<file path="config.mk">
export PLATFORM = sky130hd
export DESIGN_NAME = des_round
export DESIGN_NICKNAME = d
export VERILOG_FILES = /design/src/rtl/des_pkg.sv /design/src/rtl/des_round.sv
export SDC_FILE = /design/constraint.sdc
export NUM_CORES = 1
export LEC_CHECK = 0
export BUFFER_PORTS_ARGS = -buffer_cell sky130_fd_sc_hd__buf_2
export CAP_MARGIN = 10
export CORE_MARGIN = 3
export CORE_UTILIZATION = 27
export CTS_CLUSTER_SIZE = 30
export DETAILED_ROUTE_END_ITERATION = 8
export SYNTH_ARGS = -nofsm -noshare
export SYNTH_HDL_FRONTEND = slang
export SYNTH_SLANG_ARGS = --single-unit
</file>
<file path="constraint.sdc">
create_clock -name clk -period 1.2 [get_ports clk]
set_input_delay 0.06 -clock clk [delete_from_list [all_inputs] [get_ports clk]]
set_output_delay 0.06 -clock clk [all_outputs]
set_load 0.03 [all_outputs]
</file>
<file path="src/rtl/des_pkg.sv">
`timescale 1ns / 1ps
`default_nettype none
package des_pkg;

	localparam int unsigned Rounds = 16;

	typedef logic [63:0] blk_t;
	typedef logic [27:0] half_key_t;
	typedef logic [31:0] half_blk_t;
	typedef logic [47:0] sub_key_t;

	typedef logic [6:0] pos_t;

	localparam pos_t TabIp [64] = '{
		7'd58,7'd50,7'd42,7'd34,7'd26,7'd18,7'd10,7'd2,
		7'd60,7'd52,7'd44,7'd36,7'd28,7'd20,7'd12,7'd4,
		7'd62,7'd54,7'd46,7'd38,7'd30,7'd22,7'd14,7'd6,
		7'd64,7'd56,7'd48,7'd40,7'd32,7'd24,7'd16,7'd8,
		7'd57,7'd49,7'd41,7'd33,7'd25,7'd17,7'd9,7'd1,
		7'd59,7'd51,7'd43,7'd35,7'd27,7'd19,7'd11,7'd3,
		7'd61,7'd53,7'd45,7'd37,7'd29,7'd21,7'd13,7'd5,
		7'd63,7'd55,7'd47,7'd39,7'd31,7'd23,7'd15,7'd7};

	localparam pos_t TabFp [64] = '{
		7'd40,7'd8,7'd48,7'd16,7'd56,7'd24,7'd64,7'd32,
		7'd39,7'd7,7'd47,7'd15,7'd55,7'd23,7'd63,7'd31,
		7'd38,7'd6,7'd46,7'd14,7'd54,7'd22,7'd62,7'd30,
		7'd37,7'd5,7'd45,7'd13,7'd53,7'd21,7'd61,7'd29,
		7'd36,7'd4,7'd44,7'd12,7'd52,7'd20,7'd60,7'd28,
		7'd35,7'd3,7'd43,7'd11,7'd51,7'd19,7'd59,7'd27,
		7'd34,7'd2,7'd42,7'd10,7'd50,7'd18,7'd58,7'd26,
		7'd33,7'd1,7'd41,7'd9,7'd49,7'd17,7'd57,7'd25};

	localparam pos_t TabPc1 [56] = '{
		7'd57,7'd49,7'd41,7'd33,7'd25,7'd17,7'd9,7'd1,
		7'd58,7'd50,7'd42,7'd34,7'd26,7'd18,7'd10,7'd2,
		7'd59,7'd51,7'd43,7'd35,7'd27,7'd19,7'd11,7'd3,
		7'd60,7'd52,7'd44,7'd36,7'd63,7'd55,7'd47,7'd39,
		7'd31,7'd23,7'd15,7'd7,7'd62,7'd54,7'd46,7'd38,
		7'd30,7'd22,7'd14,7'd6,7'd61,7'd53,7'd45,7'd37,
		7'd29,7'd21,7'd13,7'd5,7'd28,7'd20,7'd12,7'd4};

	localparam pos_t TabPc2 [48] = '{
		7'd14,7'd17,7'd11,7'd24,7'd1,7'd5,7'd3,7'd28,
		7'd15,7'd6,7'd21,7'd10,7'd23,7'd19,7'd12,7'd4,
		7'd26,7'd8,7'd16,7'd7,7'd27,7'd20,7'd13,7'd2,
		7'd41,7'd52,7'd31,7'd37,7'd47,7'd55,7'd30,7'd40,
		7'd51,7'd45,7'd33,7'd48,7'd44,7'd49,7'd39,7'd56,
		7'd34,7'd53,7'd46,7'd42,7'd50,7'd36,7'd29,7'd32};

	localparam pos_t TabE [48] = '{
		7'd32,7'd1,7'd2,7'd3,7'd4,7'd5,7'd4,7'd5,7'd6,7'd7,7'd8,7'd9,
		7'd8,7'd9,7'd10,7'd11,7'd12,7'd13,7'd12,7'd13,7'd14,7'd15,7'd16,7'd17,
		7'd16,7'd17,7'd18,7'd19,7'd20,7'd21,7'd20,7'd21,7'd22,7'd23,7'd24,7'd25,
		7'd24,7'd25,7'd26,7'd27,7'd28,7'd29,7'd28,7'd29,7'd30,7'd31,7'd32,7'd1};

	localparam pos_t TabP [32] = '{
		7'd16,7'd7,7'd20,7'd21,7'd29,7'd12,7'd28,7'd17,
		7'd1,7'd15,7'd23,7'd26,7'd5,7'd18,7'd31,7'd10,
		7'd2,7'd8,7'd24,7'd14,7'd32,7'd27,7'd3,7'd9,
		7'd19,7'd13,7'd30,7'd6,7'd22,7'd11,7'd4,7'd25};

	localparam logic [15:0] RotTwo = 16'b0011_1111_0111_1110;

	typedef logic [3:0] nib_t;
	localparam nib_t TabS [8][64] = '{
		'{4'd14,4'd4,4'd13,4'd1,4'd2,4'd15,4'd11,4'd8,4'd3,4'd10,4'd6,4'd12,4'd5,4'd9,4'd0,4'd7,
		4'd0,4'd15,4'd7,4'd4,4'd14,4'd2,4'd13,4'd1,4'd10,4'd6,4'd12,4'd11,4'd9,4'd5,4'd3,4'd8,
		4'd4,4'd1,4'd14,4'd8,4'd13,4'd6,4'd2,4'd11,4'd15,4'd12,4'd9,4'd7,4'd3,4'd10,4'd5,4'd0,
		4'd15,4'd12,4'd8,4'd2,4'd4,4'd9,4'd1,4'd7,4'd5,4'd11,4'd3,4'd14,4'd10,4'd0,4'd6,4'd13},
		'{4'd15,4'd1,4'd8,4'd14,4'd6,4'd11,4'd3,4'd4,4'd9,4'd7,4'd2,4'd13,4'd12,4'd0,4'd5,4'd10,
		4'd3,4'd13,4'd4,4'd7,4'd15,4'd2,4'd8,4'd14,4'd12,4'd0,4'd1,4'd10,4'd6,4'd9,4'd11,4'd5,
		4'd0,4'd14,4'd7,4'd11,4'd10,4'd4,4'd13,4'd1,4'd5,4'd8,4'd12,4'd6,4'd9,4'd3,4'd2,4'd15,
		4'd13,4'd8,4'd10,4'd1,4'd3,4'd15,4'd4,4'd2,4'd11,4'd6,4'd7,4'd12,4'd0,4'd5,4'd14,4'd9},
		'{4'd10,4'd0,4'd9,4'd14,4'd6,4'd3,4'd15,4'd5,4'd1,4'd13,4'd12,4'd7,4'd11,4'd4,4'd2,4'd8,
		4'd13,4'd7,4'd0,4'd9,4'd3,4'd4,4'd6,4'd10,4'd2,4'd8,4'd5,4'd14,4'd12,4'd11,4'd15,4'd1,
		4'd13,4'd6,4'd4,4'd9,4'd8,4'd15,4'd3,4'd0,4'd11,4'd1,4'd2,4'd12,4'd5,4'd10,4'd14,4'd7,
		4'd1,4'd10,4'd13,4'd0,4'd6,4'd9,4'd8,4'd7,4'd4,4'd15,4'd14,4'd3,4'd11,4'd5,4'd2,4'd12},
		'{4'd7,4'd13,4'd14,4'd3,4'd0,4'd6,4'd9,4'd10,4'd1,4'd2,4'd8,4'd5,4'd11,4'd12,4'd4,4'd15,
		4'd13,4'd8,4'd11,4'd5,4'd6,4'd15,4'd0,4'd3,4'd4,4'd7,4'd2,4'd12,4'd1,4'd10,4'd14,4'd9,
		4'd10,4'd6,4'd9,4'd0,4'd12,4'd11,4'd7,4'd13,4'd15,4'd1,4'd3,4'd14,4'd5,4'd2,4'd8,4'd4,
		4'd3,4'd15,4'd0,4'd6,4'd10,4'd1,4'd13,4'd8,4'd9,4'd4,4'd5,4'd11,4'd12,4'd7,4'd2,4'd14},
		'{4'd2,4'd12,4'd4,4'd1,4'd7,4'd10,4'd11,4'd6,4'd8,4'd5,4'd3,4'd15,4'd13,4'd0,4'd14,4'd9,
		4'd14,4'd11,4'd2,4'd12,4'd4,4'd7,4'd13,4'd1,4'd5,4'd0,4'd15,4'd10,4'd3,4'd9,4'd8,4'd6,
		4'd4,4'd2,4'd1,4'd11,4'd10,4'd13,4'd7,4'd8,4'd15,4'd9,4'd12,4'd5,4'd6,4'd3,4'd0,4'd14,
		4'd11,4'd8,4'd12,4'd7,4'd1,4'd14,4'd2,4'd13,4'd6,4'd15,4'd0,4'd9,4'd10,4'd4,4'd5,4'd3},
		'{4'd12,4'd1,4'd10,4'd15,4'd9,4'd2,4'd6,4'd8,4'd0,4'd13,4'd3,4'd4,4'd14,4'd7,4'd5,4'd11,
		4'd10,4'd15,4'd4,4'd2,4'd7,4'd12,4'd9,4'd5,4'd6,4'd1,4'd13,4'd14,4'd0,4'd11,4'd3,4'd8,
		4'd9,4'd14,4'd15,4'd5,4'd2,4'd8,4'd12,4'd3,4'd7,4'd0,4'd4,4'd10,4'd1,4'd13,4'd11,4'd6,
		4'd4,4'd3,4'd2,4'd12,4'd9,4'd5,4'd15,4'd10,4'd11,4'd14,4'd1,4'd7,4'd6,4'd0,4'd8,4'd13},
		'{4'd4,4'd11,4'd2,4'd14,4'd15,4'd0,4'd8,4'd13,4'd3,4'd12,4'd9,4'd7,4'd5,4'd10,4'd6,4'd1,
		4'd13,4'd0,4'd11,4'd7,4'd4,4'd9,4'd1,4'd10,4'd14,4'd3,4'd5,4'd12,4'd2,4'd15,4'd8,4'd6,
		4'd1,4'd4,4'd11,4'd13,4'd12,4'd3,4'd7,4'd14,4'd10,4'd15,4'd6,4'd8,4'd0,4'd5,4'd9,4'd2,
		4'd6,4'd11,4'd13,4'd8,4'd1,4'd4,4'd10,4'd7,4'd9,4'd5,4'd0,4'd15,4'd14,4'd2,4'd3,4'd12},
		'{4'd13,4'd2,4'd8,4'd4,4'd6,4'd15,4'd11,4'd1,4'd10,4'd9,4'd3,4'd14,4'd5,4'd0,4'd12,4'd7,
		4'd1,4'd15,4'd13,4'd8,4'd10,4'd3,4'd7,4'd4,4'd12,4'd5,4'd6,4'd11,4'd0,4'd14,4'd9,4'd2,
		4'd7,4'd11,4'd4,4'd1,4'd9,4'd12,4'd14,4'd2,4'd0,4'd6,4'd10,4'd13,4'd15,4'd3,4'd5,4'd8,
		4'd2,4'd1,4'd14,4'd7,4'd4,4'd10,4'd8,4'd13,4'd15,4'd12,4'd9,4'd0,4'd3,4'd5,4'd6,4'd11}};

	// Gather bits; table positions count from 1 at the MSB.
	function automatic blk_t perm_ip(input blk_t v);
		blk_t r;
		for (int i = 0; i < 64; i++) r[63-i] = v[6'(7'd64 - TabIp[i])];
		return r;
	endfunction

	function automatic blk_t perm_fp(input blk_t v);
		blk_t r;
		for (int i = 0; i < 64; i++) r[63-i] = v[6'(7'd64 - TabFp[i])];
		return r;
	endfunction

	function automatic logic [55:0] perm_pc1(input blk_t v);
		logic [55:0] r;
		for (int i = 0; i < 56; i++) r[55-i] = v[6'(7'd64 - TabPc1[i])];
		return r;
	endfunction

	function automatic sub_key_t perm_pc2(input logic [55:0] v);
		sub_key_t r;
		for (int i = 0; i < 48; i++) r[47-i] = v[6'(7'd56 - TabPc2[i])];
		return r;
	endfunction

	function automatic half_blk_t feistel(input half_blk_t r, input sub_key_t k);
		sub_key_t x;
		half_blk_t s;
		half_blk_t p;
		logic [5:0] b;
		for (int i = 0; i < 48; i++) x[47-i] = r[5'(7'd32 - TabE[i])];
		x = x ^ k;
		for (int j = 0; j < 8; j++) begin
			b = x[47-6*j -: 6];
			s[31-4*j -: 4] = TabS[j][{b[5], b[0], b[4:1]}];
		end
		for (int i = 0; i < 32; i++) p[31-i] = s[5'(7'd32 - TabP[i])];
		return p;
	endfunction

	function automatic half_key_t rotl28(input half_key_t v, input logic two);
		return two ? {v[25:0], v[27:26]} : {v[26:0], v[27]};
	endfunction

endpackage
`default_nettype wire

</file>
<file path="src/rtl/des_round.sv">
`timescale 1ns / 1ps
`default_nettype none
// One Feistel round with its key schedule step, registered at the output.
module des_round #(
	parameter int unsigned RoundIdx = 0
) (
	input  wire logic clk,
	input  wire logic arst_n,
	input  wire logic en,
	input  wire logic vld,
	input  wire des_pkg::half_blk_t l,
	input  wire des_pkg::half_blk_t r,
	input  wire des_pkg::half_key_t c,
	input  wire des_pkg::half_key_t d,
	output logic vld_s1,
	output des_pkg::half_blk_t l_s1,
	output des_pkg::half_blk_t r_s1,
	output des_pkg::half_key_t c_s1,
	output des_pkg::half_key_t d_s1
);
	import des_pkg::*;

	half_key_t c_n, d_n;
	half_blk_t f;

	assign c_n = rotl28(c, RotTwo[4'(15 - RoundIdx)]);
	assign d_n = rotl28(d, RotTwo[4'(15 - RoundIdx)]);
	assign f = feistel(r, perm_pc2({c_n, d_n}));

	always_ff @(posedge clk or negedge arst_n) begin
		if (!arst_n) begin
			vld_s1 <= 1'b0;
		end else if (en) begin
			vld_s1 <= vld;
		end
	end

	always_ff @(posedge clk) begin
		if (en) begin
			l_s1 <= r;
			r_s1 <= l ^ f;
			c_s1 <= c_n;
			d_s1 <= d_n;
		end
	end
endmodule
`default_nettype wire
</file>
==> results.toml, run 1 <==
[timing]
worst_slew_pin_slew_ns = 0.441
fmax_mhz = 599
fin_tns_setup_ns = -7.75
rsz0062_at_grt = "true"
finalCriticalPeriod_ns = 1.67
setup_slack_ns = -0.470
fin_crit_sh_pct = 139
hold-worst-slack_ns = 0.0920
skew_ns = 0
hold_viol_final = 0
relSlewSlack_pct = 70.4
slew_viol_final = 0
finalSetupViolCount = 32

[run]
cap_violations = 0

[detailed_routing]
drt_wl_total_mm = 30.7
viasPerCell = 4.80
final_antenna_net_count = 0
vias = 9284
drc = 0
drtIter0Drc = 561
wl_per_cell_um = 15.9
first_pass_iters = 5

[placed_design]
portBuffers = 244
dpl_worst_slack_ns = -0.953
dpl.hpwl_mm = 21.2
gp_congestion = 0.884

[clock_network]
tritoncts = "done"
cts_buffer_depth = 2
insertion_delay_ns = 0.43
cts.htree.levels = 4
numCtsBuffers = 17
root_buffer = "clkbuf_16"
cts.reportedPaths.clkPinSlew_ns = 0.06
cts_num_sinks = 121

[yosys]
synth-seq-cells = 121
yosysWarnings = 0
synth_edf_count = 120
synth_cell_types = 69
ys.flop_type = "edfxtp_1"
avgSynthCellArea_um2 = 11.0
synthArstFlopShare_pct = 0.826
synth_area_um2 = 9190
syn_nets = 1018
ys_seq_area_share_pct = 39.5
synthCells = 832

[pwr]
leakage_nw = 6.85
power_density_nw_per_um2 = 1190
peakVddDrop_mv = 0.925

[critical_path]
cpMostUsedCell = "mux4_2"
crit_family = "multiplexers"
cp_slowest_stage_delay_ns = 0.49
endpoint_kind = "flip-flop"
arrival_ns = 1.86
cp-start-kind = "primary input"
slowest_stage = "mux4_2"
critPathBufInv = 1
cp_max_fo = 5
required_ns = 1.39
worst-setup-path-type = "primary input to flip-flop"
crit_chain = "buf_8, xor2_4, ha_4, mux4_2, mux4_2, xnor2_1"

[global_route]
grt_pass1_vias = 9477
grt_max_degree = 67
antenna_found_initial = 2
gr-total-overflow = 0
grt_use_total_pct = 16.3
grt_pass1_wl_mm = 47.9

[floorplan]
die_w_um = 191
placeableCoreArea_um2 = 33000
io_pins = 245
start_util_pct = 27.8
rows = 66
die_area_um2 = 36300
fp.dieH_um = 191

[layout]
drive_gt1_share_pct = 53.7
layout.cells.most_common = "buf_4"
synthToLayoutAreaGrowth_pct = 82.3
nets = 1666
layout_common_cells = "buf_4 (246), buf_2 (208), dlygate4sd3_1 (122)"
antenna_cells = 0

[min_path]
hold_class = "primary input to flip-flop"

[outcome]
violations = "negative setup slack"
status = "finished, violations left"
-- sequential cells by signal, summed over array words and instances, names as in the netlist --
name / flops
r_s1: 32
d_s1: 28
vld_s1: 1
l_s1: 32
c_s1: 28
-- through the flow --
stage | cell area, um2 | utilization (%) | instances | power (mW)
3_5_place_dp | 13200 | 40.1 | 1728 | 13.2
6_report | 16800 | 50.7 | 1935 | 19.9
5_1_grt | 16800 | 50.7 | 1935 | 20.9
3_3_place_gp | 13200 | 40.1 | 1728 | 13.0
4_1_cts | 16100 | 48.7 | 1913 | 19.4
2_1_floorplan | 9760 | - | 832 | 10.2
-- power breakdown --
part           internal (mW)  switching [mW]  total (mW)  leakage, nW
Combinational           4.56            4.89        9.44         5.40
Clock                   3.03            2.05        5.08        0.265
Sequential              5.28           0.126        5.40         1.19
Total                   12.9            7.06        19.9         6.85
-- cell usage after synthesis, types with 9 or more instances --
| master | n | share of area [%] |
|---|---|---|
| nor2_1 | 52 | 2.1 |
| nand2_1 | 64 | 2.6 |
| o21ai_0 | 28 | 1.5 |
| nor3_1 | 22 | 1.2 |
| clkbuf_1 | 15 | 0.61 |
| xnor2_2 | 9 | 1.6 |
| a211oi_1 | 18 | 1.5 |
| nand3_1 | 19 | 1.0 |
| edfxtp_1 | 120 | 39 |
| xor2_2 | 9 | 1.6 |
| mux4_2 | 20 | 4.9 |
| inv_1 | 31 | 1.3 |
| xor2_1 | 48 | 4.6 |
| a31oi_1 | 17 | 1.2 |
| buf_2 | 16 | 0.87 |
| o211ai_1 | 39 | 3.2 |
| xnor2_1 | 54 | 5.1 |
| o31ai_1 | 9 | 0.73 |
| a21oi_1 | 31 | 1.7 |
| ha_1 | 62 | 8.4 |
| mux2i_1 | 37 | 4.0 |
-- layout make-up --
class / instances / area, um2
Clock buffer: 19 / 433
Tap cell: 442 / 553
Sequential cell: 121 / 3630
Timing Repair Buffer: 668 / 5310
Inverter: 39 / 199
Fill cell: 2875 / 16300
Multi-Input combinational cell: 633 / 6510
Clock inverter: 13 / 130
-- kinds of logic (layout without fill, tap and decap cells) --
group,Yosys count,count (layout),share of synthesized area [%]
AO/OA/AOI/OAI,210,210,16.2
XOR/XNOR,123,124,13.8
flip-flops,121,121,39.5
multiplexers,61,61,9.87
buffers and inverters,79,739,3.92
AND/OR/NAND/NOR,176,176,8.30
adder cells (fa/ha/maj),62,62,8.44
-- routing by layer --
metal	up-vias	GRT usage, %	wire length [um]
li1	4445	-	-
met4	4	6.01	695
met3	51	4.06	2060
met1	4470	19.5	12300
met5	-	0	23
met2	314	28.5	15600
-- worst paths after layout --
path,slack (ns),to,cells after the start,start
min,0.09,l_s1[15],2,r[15]
max reg2reg,0.44,vld_s1,1,vld_s1
max,-0.47,r_s1[27],6,d[19]
max in group asynchronous,0.65,vld_s1,3,arst_n
min in group asynchronous,0.45,vld_s1,3,arst_n
min reg2reg,0.54,vld_s1,1,vld_s1
-- what timing repair did --
action,CTS,global route
cloned,0,1
endpoints found under the hold margin,121,0
pin swaps,107,81
hold buffers,122,0
endpoints found under the setup margin,32,32
resized for setup,195,114
setup buffers,35,23
No activity file was read; power rests on OpenSTA's default activity.
==> run 2, diff against run 1 <==
--- a/config.mk
+++ b/config.mk
@@ -11,6 +11,7 @@
 export CORE_UTILIZATION = 27
 export CTS_CLUSTER_SIZE = 30
 export DETAILED_ROUTE_END_ITERATION = 8
+export MAX_ROUTING_LAYER = met4
 export SYNTH_ARGS = -nofsm -noshare
 export SYNTH_HDL_FRONTEND = slang
 export SYNTH_SLANG_ARGS = --single-unit
==> run 2 against run 1 <==
The run still ends with negative setup slack left; routed wire length down 0.37%; register-to-register slack improved by 0.02 ns; setup slack improved by 0.040 ns; first-iteration DRC count is 32% lower; design area rose by 1.3%; largest cell class unchanged; global-route usage up 0.65 points; hold slack lost 0.061 ns; clock-buffer cell count grew 1.
==> results.toml, run 2 (synthesized netlist as in run 1, its figures left out) <==
[detailed_routing]
viasPerCell = 4.75
final_antenna_net_count = 0
vias = 9264
drtIter0Drc = 380
drc = 0
first_pass_iters = 5
wl_per_cell_um = 15.7
drt_wl_total_mm = 30.6

[critical_path]
cp_slowest_stage_delay_ns = 0.46
startpoint = "r[28]"
worst_r2r_startpoint = "vld_s1"
cp_max_fo = 5
required_ns = 1.39
critPathBufInv = 1
endpoint_kind = "flip-flop"
cp.depth = 8
crit_chain = "buf_8, xnor2_4, ha_4, mux4_2, and3_4, a31oi_1, nand3_1, xnor2_1"
worst-setup-path-type = "primary input to flip-flop"
reg2reg_depth = 1
arrival_ns = 1.82
cp-start-kind = "primary input"
slowest_stage = "mux4_2"
crit_family = "XOR/XNOR gates"

[timing]
skew_ns = 0
fin_tns_setup_ns = -7.61
hold-worst-slack_ns = 0.0313
hold_viol_final = 0
relSlewSlack_pct = 68.2
worst_slew_pin_slew_ns = 0.475
rsz0062_at_grt = "true"
fin_crit_sh_pct = 136
finalSetupViolCount = 32
setup_slack_ns = -0.431
slew_viol_final = 0
fmax_mhz = 613
finalCriticalPeriod_ns = 1.63

[global_route]
gr-total-overflow = 0
grt_pass1_vias = 9827
antenna_found_initial = 2
grt_pass1_wl_mm = 48.6
grt_max_degree = 67
grt_use_total_pct = 17.0

[pwr]
power_mw = 20.3
seqPwrFrac_pct = 26.6
peakVddDrop_mv = 0.954
leakage_nw = 6.97
power_frac_comb_pct = 46.9
p_int_mw = 13.3
netSwitchingFraction_pct = 34.5
clock_power_share_pct = 26.6
power_density_nw_per_um2 = 1200
switchingPower_mw = 7.01

[layout]
final_util_pct = 51.4
fin_area_um2 = 17000
layout_common_cells = "buf_4 (260), buf_2 (209), dlygate4sd3_1 (122)"
reg.largest.list = "l_s1: 32 flops, r_s1: 32 flops"
nets = 1680
synthToLayoutAreaGrowth_pct = 84.7
layout.cells.most_common = "buf_4"
drive_gt1_share_pct = 54.3
finalNonFillerCells = 1950

[placed_design]
placed_area_um2 = 13300
gp_congestion = 0.877
portBuffers = 244
dpl.hpwl_mm = 21.0
dpl.cell_count = 1738
dpl_worst_slack_ns = -0.934

[floorplan]
start_util_pct = 27.8
die_w_um = 191
placeableCoreArea_um2 = 33000
die_area_um2 = 36300
rows = 66
fp.dieH_um = 191
io_pins = 245

[min_path]
holdPathStages = 2
hold_class = "primary input to flip-flop"
hold_path.startpoint = "d[3]"

[clock_network]
tritoncts = "done"
cts.htree.levels = 4
root_buffer = "clkbuf_16"
cts.reportedPaths.clkPinSlew_ns = 0.06
cts_num_sinks = 121
insertion_delay_ns = 0.44
numCtsBuffers = 17
cts_buffer_depth = 2

[outcome]
violations = "negative setup slack"
status = "finished, violations left"

[run]
cap_violations = 0
-- run 2: power by group through the flow --
stage	sequential, mW	combinational [mW]	clock [mW]
3_3_place_gp	5.48	7.64	0
5_1_grt	5.46	10.3	5.69
3_5_place_dp	5.48	7.74	0
6_report	5.41	9.53	5.41
4_1_cts	5.40	8.90	5.56
2_1_floorplan	6.52	3.68	0
-- run 2: layer usage --
layer  share of wire [%]  GRT usage (%)  vias to the layer above  routed length (um)
li1                    -              -                     4469                   -
met2                  51           29.6                      279               15700
met1                  41           19.2                     4480               12700
met5                   0              -                        -                   0
met3                 6.0           4.54                       36                1830
met4                 1.2           4.97                        0                 354
-- run 2: worst paths after layout --
path	endpoint	slack [ns]
worst max-delay path	r_s1[15]	-0.43
worst min-delay path	d_s1[4]	0.03
worst max register to register	vld_s1	0.46
worst min register to register	vld_s1	0.52
max in group asynchronous	vld_s1	0.65
min in group asynchronous	vld_s1	0.45
-- run 2: final cells by class --
class                           count  area, um2
Antenna cell                        2       5.00
Clock buffer                       20        437
Clock inverter                     11        154
Fill cell                        2871      16100
Inverter                           39        199
Multi-Input combinational cell    632       6540
Sequential cell                   121       3630
Tap cell                          442        553
Timing Repair Buffer              683       5460
-- run 2: what timing repair did --
item,in CTS,in global routing
hold endpoints to repair,120,1
pin swaps,102,91
buffers inserted,38,23
endpoints found under the setup margin,32,32
gates resized for setup,211,116
hold buffers,121,1
cloned,0,0
